$ cat config.mk
export PLATFORM = sky130hd
export DESIGN_NAME = l2s_fma_cell
export DESIGN_NICKNAME = d
export VERILOG_FILES = /design/src/rtl/l2s_pkg.sv /design/src/rtl/l2s_fma_cell.sv
export VERILOG_INCLUDE_DIRS = /design/src /design/src/rtl
export SDC_FILE = /design/constraint.sdc
export NUM_CORES = 2
export LEC_CHECK = 0
export ABC_AREA = 1
export BUFFER_PORTS_ARGS = -buffer_cell sky130_fd_sc_hd__clkbuf_2
export CORE_ASPECT_RATIO = 0.8
export CORE_MARGIN = 2
export CORE_UTILIZATION = 41
export DETAILED_ROUTE_END_ITERATION = 12
export GPL_TIMING_DRIVEN = 0
export PLACE_DENSITY = 0.6
export RECOVER_POWER = 100
export SLEW_MARGIN = 20
export SYNTH_ARGS = -nofsm -noshare
export SYNTH_HDL_FRONTEND = slang
export SYNTH_SLANG_ARGS = --single-unit
$ cat constraint.sdc
create_clock -name clk_i -period 13 [get_ports clk_i]
set_input_delay 3.9 -clock clk_i [delete_from_list [all_inputs] [get_ports clk_i]]
set_output_delay 3.9 -clock clk_i [all_outputs]
set_load 0.03 [all_outputs]
$ cat src/rtl/assert_macros.svh
// Assertion helpers shared by the RTL files.
`ifndef ASSERT_MACROS_SVH
`define ASSERT_MACROS_SVH
`ifndef NO_ASSERTIONS
// Property checked at every rising clock edge outside reset.
`define ASSERT_CLK(name, clk, rst_n, prop, msg) \
  name: assert property (@(posedge clk) disable iff (!rst_n) (prop)) else $error(msg);
// Antecedent at one edge implies consequent at the next.
`define ASSERT_NEXT(name, clk, rst_n, ante, cons, msg) \
  name: assert property (@(posedge clk) disable iff (!rst_n) (ante) |=> (cons)) else $error(msg);
`else
`define ASSERT_CLK(name, clk, rst_n, prop, msg)
`define ASSERT_NEXT(name, clk, rst_n, ante, cons, msg)
`endif
`endif

$ cat src/rtl/l2s_pkg.sv
package l2s_pkg;

  localparam int NCELL = 4;

  // single precision bit patterns
  localparam logic [31:0] COEF_3    = 32'h3D75686E;  //  0.059914046
  localparam logic [31:0] COEF_2    = 32'hBDDF041C;  // -0.10889456
  localparam logic [31:0] COEF_1    = 32'h3DDD1C1A;  //  0.107963754
  localparam logic [31:0] COEF_0    = 32'h3C943665;  //  0.018092343
  localparam logic [31:0] SLOPE     = 32'h414EB852;  //  12.92
  localparam logic [31:0] OFFSET    = 32'hBD6147AE;  // -0.055
  localparam logic [30:0] KNEE      = 31'h3B4D2E1C;  //  0.0031308
  localparam logic [31:0] VA_SET    = 32'h3E800000;
  localparam logic [31:0] VA_MASK   = 32'h3EFFFFFF;
  localparam logic [31:0] FACT_BASE = 32'h40000000;
  localparam logic [7:0]  IDX_BIAS  = 8'd118;

  localparam logic [7:0] TAB_HI [16] = '{
    8'h00, 8'h0a, 8'h19, 8'h26, 8'h32, 8'h41, 8'h4d, 8'h5c,
    8'h68, 8'h75, 8'h83, 8'h8f, 8'ha0, 8'haa, 8'hb9, 8'hc6
  };
  localparam logic [7:0] TAB_LO [16] = '{
    8'h00, 8'hb7, 8'h04, 8'h0d, 8'hcb, 8'he7, 8'h41, 8'h68,
    8'h51, 8'hd1, 8'heb, 8'hf2, 8'h00, 8'hb7, 8'h04, 8'h0d
  };

  // item context that travels beside the arithmetic
  typedef struct packed {
    logic [30:0] mag;
    logic        sign;
    logic        last;
  } side_t;

  // mantissa forced into [0.25,0.5)
  function automatic logic [31:0] va_bits(input logic [30:0] mag);
    return (VA_SET | {1'b0, mag}) & VA_MASK;
  endfunction

  // scale factor; only the low four index bits select an entry, a negative index gives zero
  function automatic logic [31:0] factor_bits(input logic [30:0] mag);
    logic [7:0] idx;
    logic [7:0] hi;
    logic [7:0] lo;
    idx = mag[30:23] - IDX_BIAS;
    hi  = idx[7] ? 8'd0 : TAB_HI[idx[3:0]];
    lo  = idx[7] ? 8'd0 : TAB_LO[idx[3:0]];
    return FACT_BASE | {6'd0, hi, 18'd0} | {14'd0, lo, 10'd0};
  endfunction

  // addend of polynomial cell k
  function automatic logic [31:0] poly_coef(input logic [1:0] k);
    logic [31:0] c;
    unique case (k)
      2'd0:    c = COEF_2;
      2'd1:    c = COEF_1;
      default: c = COEF_0;
    endcase
    return c;
  endfunction

endpackage

$ cat src/rtl/l2s_fma_cell.sv
`include "assert_macros.svh"

// One fused multiply-add a*b+c, round to nearest even, subnormals kept.
// Three stages: multiply, align and add, normalize and round.
module l2s_fma_cell
  import l2s_pkg::*;
(
  input  logic        clk_i,
  input  logic        rst_ni,
  input  logic        in_valid_i,
  output logic        in_take_o,
  input  logic [31:0] a_i,
  input  logic [31:0] b_i,
  input  logic [31:0] c_i,
  input  side_t       side_i,
  output logic        out_valid_o,
  input  logic        out_take_i,
  output logic [31:0] res_o,
  output side_t       side_o
);

  logic [2:0] v_q;
  logic [2:0] take;

  assign take[2]   = !v_q[2] || out_take_i;
  assign take[1]   = !v_q[1] || take[2];
  assign take[0]   = !v_q[0] || take[1];
  assign in_take_o = take[0];

  always_ff @(posedge clk_i or negedge rst_ni) begin
    if (!rst_ni) begin
      v_q <= '0;
    end else begin
      if (take[0]) v_q[0] <= in_valid_i;
      if (take[1]) v_q[1] <= v_q[0];
      if (take[2]) v_q[2] <= v_q[1];
    end
  end

  // ---------------- stage A: product
  logic [7:0]  a_exp, b_exp;
  logic [23:0] a_man, b_man;
  logic [47:0] prod_d, prod_q;
  logic [8:0]  eab_d, eab_q;
  logic        sp_q;
  logic [31:0] c_q;
  side_t       side_a_q;

  assign a_exp  = (a_i[30:23] == 8'd0) ? 8'd1 : a_i[30:23];
  assign b_exp  = (b_i[30:23] == 8'd0) ? 8'd1 : b_i[30:23];
  assign a_man  = {|a_i[30:23], a_i[22:0]};
  assign b_man  = {|b_i[30:23], b_i[22:0]};
  assign prod_d = a_man * b_man;
  assign eab_d  = {1'b0, a_exp} + {1'b0, b_exp};

  always_ff @(posedge clk_i) begin
    if (take[0] && in_valid_i) begin
      prod_q   <= prod_d;
      eab_q    <= eab_d;
      sp_q     <= a_i[31] ^ b_i[31];
      c_q      <= c_i;
      side_a_q <= side_i;
    end
  end

  // ---------------- stage B: align and add
  // product sits at bits 50:3, addend starts at bits 76:53 and shifts right
  logic [7:0]         c_exp;
  logic [23:0]        c_man;
  logic signed [10:0] shift_amt;
  logic [6:0]         sh_y;
  logic [76:0]        x_full, y_full, x_al, y_al;
  logic signed [10:0] fe_d, fe_q;
  logic [77:0]        sum_xy, dif_xy, dif_yx, r_d, r_q;
  logic               rs_d, rs_q;
  side_t              side_b_q;

  assign c_exp     = (c_q[30:23] == 8'd0) ? 8'd1 : c_q[30:23];
  assign c_man     = {|c_q[30:23], c_q[22:0]};
  assign shift_amt = $signed({2'b00, eab_q}) - 11'sd100 - $signed({3'b000, c_exp});
  assign sh_y      = shift_amt[6:0];
  assign x_full    = {26'd0, prod_q, 3'd0};
  assign y_full    = {c_man, 53'd0};

  always_comb begin
    x_al = x_full;
    y_al = y_full;
    fe_d = $signed({2'b00, eab_q}) - 11'sd303;
    if (shift_amt < 11'sd0) begin
      // product far below the addend: only its sticky remains
      x_al = {76'd0, |prod_q};
      fe_d = $signed({3'b000, c_exp}) - 11'sd203;
    end else if (shift_amt > 11'sd76) begin
      y_al = {76'd0, |c_man};
    end else begin
      y_al = (y_full >> sh_y) | {76'd0, |(y_full & ~({77{1'b1}} << sh_y))};
    end
  end

  assign sum_xy = {1'b0, x_al} + {1'b0, y_al};
  assign dif_xy = {1'b0, x_al} - {1'b0, y_al};
  assign dif_yx = {1'b0, y_al} - {1'b0, x_al};

  always_comb begin
    r_d  = sum_xy;
    rs_d = sp_q;
    if (sp_q != c_q[31]) begin
      if (dif_xy[77]) begin
        r_d  = dif_yx;
        rs_d = c_q[31];
      end else begin
        r_d  = dif_xy;
      end
    end
    if (r_d == 78'd0) rs_d = sp_q & c_q[31];
  end

  always_ff @(posedge clk_i) begin
    if (take[1] && v_q[0]) begin
      r_q      <= r_d;
      rs_q     <= rs_d;
      fe_q     <= fe_d;
      side_b_q <= side_a_q;
    end
  end

  // ---------------- stage C: normalize and round
  function automatic logic [6:0] lead_pos(input logic [77:0] v);
    logic [6:0] p;
    p = '0;
    for (int i = 0; i < 78; i++) begin
      if (v[i]) p = 7'(i);
    end
    return p;
  endfunction

  logic [6:0]         lpos;
  logic signed [11:0] ebr, q_pos, shc;
  logic               is_norm;
  logic [103:0]       win, xs;
  logic               st;
  logic [6:0]         sh_w;
  logic [23:0]        mant;
  logic               rnd;
  logic [7:0]         exp_f;
  logic [30:0]        rounded;
  logic [31:0]        res_d, res_q;
  side_t              side_c_q;

  assign lpos    = lead_pos(r_q);
  assign ebr     = $signed({5'd0, lpos}) + $signed({fe_q[10], fe_q}) + 12'sd127;
  assign is_norm = ebr > 12'sd0;
  assign q_pos   = is_norm ? ($signed({5'd0, lpos}) - 12'sd23)
                           : (-12'sd149 - $signed({fe_q[10], fe_q}));
  assign shc     = q_pos + 12'sd24;
  assign sh_w    = shc[6:0];
  assign win     = {r_q, 26'd0};

  always_comb begin
    if (shc > 12'sd103) begin
      xs = '0;
      st = |r_q;
    end else begin
      xs = win >> sh_w;
      st = |(win & ~({104{1'b1}} << sh_w));
    end
  end

  assign mant    = xs[25:2];
  assign rnd     = xs[1] && (xs[0] || st || mant[0]);
  assign exp_f   = is_norm ? ebr[7:0] : 8'd0;
  assign rounded = {exp_f, mant[22:0]} + {30'd0, rnd};

  always_comb begin
    if (r_q == 78'd0) begin
      res_d = {rs_q, 31'd0};
    end else if (ebr > 12'sd254) begin
      res_d = {rs_q, 8'hFF, 23'd0};
    end else begin
      res_d = {rs_q, rounded};
    end
  end

  always_ff @(posedge clk_i) begin
    if (take[2] && v_q[1]) begin
      res_q    <= res_d;
      side_c_q <= side_b_q;
    end
  end

  assign out_valid_o = v_q[2];
  assign res_o       = res_q;
  assign side_o      = side_c_q;

  `ASSERT_NEXT(a_stage_a_hold, clk_i, rst_ni, v_q[0] && !take[1], v_q[0] && $stable(prod_q), "stage A lost its product")
  `ASSERT_CLK(a_norm_lead, clk_i, rst_ni, !(v_q[1] && r_q != 78'd0 && is_norm && ebr < 12'sd255) || mant[23], "normal result without leading one")
  `ASSERT_CLK(a_subn_lead, clk_i, rst_ni, !(v_q[1] && r_q != 78'd0 && !is_norm) || !mant[23], "subnormal result with leading one")

endmodule
==> summary.md <==
| Metric | Value |
|---|---|
| Status | finished with violations |
| Failing checks | capacitance limit, slew limit |
| HPWL Detailed | approximately 220,000 µm |
| Cells after DPL | about 9,400 |
| Clock buffer count from CTS | 37 |
| Post-DRT Antenna Nets | 0 |
| Critical path launch point type | flop |
| Final setup viols | 0 |
| Wire length per cell | 28.0 µm |
| Initial antenna violation count | 23 |
| Synth unique cells | 73 |
| FF+latch count, synth | 313 |
| Synth area leaders | fa_1, edfxtp_1, nand2_1 |
| RD Place Congestion | 1.16 |
| Sequential fraction of the synthesis area | 0.180 |
| Post-synthesis async set-or-reset flop share | 0.00958 |
| Mapped cell area | 0.0521 mm² |
| R2R Path Start | c_q[26] |
| Maximum number of pins on one net before global-route repair | 90 |
| Die Y | 323 µm |
| Met3 usage in global routing | 0.147 |
| Fmax | around 0.080 GHz |
| Worst hold slack | 0.415 ns |
| GRT Resource Usage Total | 0.401 |
| First-pass GRT wire length | 374,000 µm |
| Vias/cell | 5.85 |
| Routed WL | approximately 270,000 µm |
| Ratio of cells with drive above 1 in the final layout | 0.0506 |
| Met1 usage | 0.564 |
| Most common flop cell mapped by yosys | edfxtp_1 |
| Met2 Use GR | 0.559 |
| Hold_sp | side_a_q[27] |
| Final Non-Filler Cells | 9,473 |
| Top-count cell post-synth | nand2_1 |
| Crit Path Category | flop to flop |
| Syn Nets | 8,509 |
| Post-synth EDFFs | 310 |
| Residual DRC | 0 |
| Post-route core utilization | 0.451 |
| Io pins | 200 |
| Final Cycle Share | 0.956 |
| Syn Area/Cell | approximately 6.9 µm² |
| Yosys top cell area share | 0.186 |
| Die width | 403 µm |
| I/O Buffers | 199 |
| Mapped Cells | approximately 7,500 |
| CTS tree | done |
| CP max-delay cell | nor4_1 |
| CTS Buffer Depth | 3 |
| DRT Pass-1 Iters | 7 |
| Grt total ovfl | 0 |
| Crit. End Element | flop |
| Crit path time final | 12.42 ns |
| Core area | 0.126 mm² |
| Hold-fix buffers, CTS | 0 |
| Fill cells | 13,300 |
| Worst-Skew Late Latency | slightly above 0.6 ns |
| Post-place setup slack | -0.453 ns |
| Clk root buf | clkbuf_16 |
| Post-synth top area cell | fa_1 |
| Starting Density | 0.415 |
| Site row count | 116 |
| GRT Max-Usage Layer | met1 |
| Final Max Tran Viols | 251 |
| Area Overhead vs Synth | 8.64% |
| Via count | 55,400 |
| HP Class | flop to flop |
| Clock transition at path regs | ~0.070 ns |
| Max transition margin | -2.46 |
| Warnings from Yosys | 0 |
| H-tree depth | 2 |
| Arrival @ worst endpoint | about 13 ns |
| CP Max Fanout | 10 |
| Clock skew | about 0.047 ns |
| WP data required | 13.33 ns |
| Max Cap Viol | 4 |
| Die area | 0.130 mm² |
| Setup WS post-layout | 0.575 ns |
| Measured slew at the worst slew-check pin | 5.19 ns |
| Worst path max stage delay | 0.99 ns |
| Worst setup path start | c_q[26] |
| Final hold vios | 0 |
| Top cells by count, synth | nand2_1, inv_1, nand3_1, nor2_1, fa_1 |
| Vias in the first global route | about 53,000 |
| Final net count | just under 9,000 |
| Drt initial violations | 7,586 |
| Clock Sinks | 313 |
| Setup repair after global routing missed its margin | false |
area by class of cell:
| cell class | count | area, µm² | area share |
|---|---|---|---|
| Timing Repair Buffer | 215 | 1010 | 0.0179 |
| Antenna cell | 10 | 25.0 | 0.000442 |
| Inverter | 1471 | 5530 | 0.0978 |
| Clock buffer | 42 | 966 | 0.0171 |
| Tap cell | 1652 | 2070 | 0.0365 |
| Buffer | 326 | 1400 | 0.0247 |
| Sequential cell | 313 | 9380 | 0.166 |
| Multi-Input combinational cell | 5419 | 36000 | 0.635 |
| Clock inverter | 25 | 258 | 0.00455 |
state kept, by name, indices dropped and copies added (netlist names), 10 cells and up:
signal    count
side_a_q     33
c_q          32
side_b_q     33
side_o       33
res_o        32
r_q          78
prod_q       48
fe_q         10
per-layer routing:
| layer | vias to the layer above | share of wire |
|---|---|---|
| met5 | - | 0.00059 |
| met4 | 26 | 0.040 |
| met3 | 477 | 0.14 |
| met2 | 3355 | 0.39 |
| met1 | 27000 | 0.43 |
| li1 | 24500 | - |
timing repair:
| item | 4_1_cts | 5_1_grt |
|---|---|---|
| cloned | 0 | 0 |
| setup buffers | 0 | 2 |
| pin swaps | 0 | 0 |
| setup endpoints to repair | 1 | 30 |
| gates resized for setup | 6 | 78 |
final timing paths:
| check | end | slack (ns) | cells past startpoint |
|---|---|---|---|
| worst max-delay path | rs_q | 0.58 | 43 |
| worst min-delay path | side_b_q[27] | 0.42 | 0 |
| worst max register to register | rs_q | 0.58 | 43 |
| worst min register to register | side_b_q[27] | 0.42 | 0 |
| max in group asynchronous | v_q[0] | 9.72 | 1 |
| min in group asynchronous | v_q[2] | 3.11 | 1 |
placed cells by master, fill, tap and decap left out, types with 77 or more instances in the layout:
cell type  Yosys  final
xor2_1       135    134
fa_1         485    485
inv_1       1434   1432
nand3_1      749    749
clkbuf_2       0    157
a21oi_1      402    402
nor2_1       615    618
o21ai_0      394    398
edfxtp_1     310    310
nand2_1     1709   1712
nor3_1        77     77
ha_1         360    359
clkbuf_1     253    308
cells by family (layout without fill, tap and decap cells):
group,count (synthesis),after routing,synth area share
AO/OA/AOI/OAI,1058,1058,0.113
XOR/XNOR,149,149,0.0250
adder cells (fa/ha/maj),845,845,0.273
buffers and inverters,1799,2079,0.132
flip-flops,313,313,0.180
multiplexers,16,16,0.00307
other,0,10,0
AND/OR/NAND/NOR,3351,3351,0.274
worst max-delay path: cells and delay by family, from the launching register on:
family | cells | cell delay, ns
and+or+nand+nor | 15 | 3.57
buffers and inverters | 12 | 3.45
AOI/OAI and AO/OA | 11 | 3.05
adders and majority gates | 3 | 0.93
xor gates and xnor gates | 2 | 0.68
DFF | 1 | 0.41
per-stage QoR:
step	area, µm²	setup TNS, ns
final	56600	0
after global routing	56600	0
after CTS	56700	0
after detailed placement	55400	-0.974
after global placement	55200	-1.14
after floorplan	52100	0
Power is not shown: default switching activity piles up to over one toggle a cycle in this logic, so the estimate is an artifact.
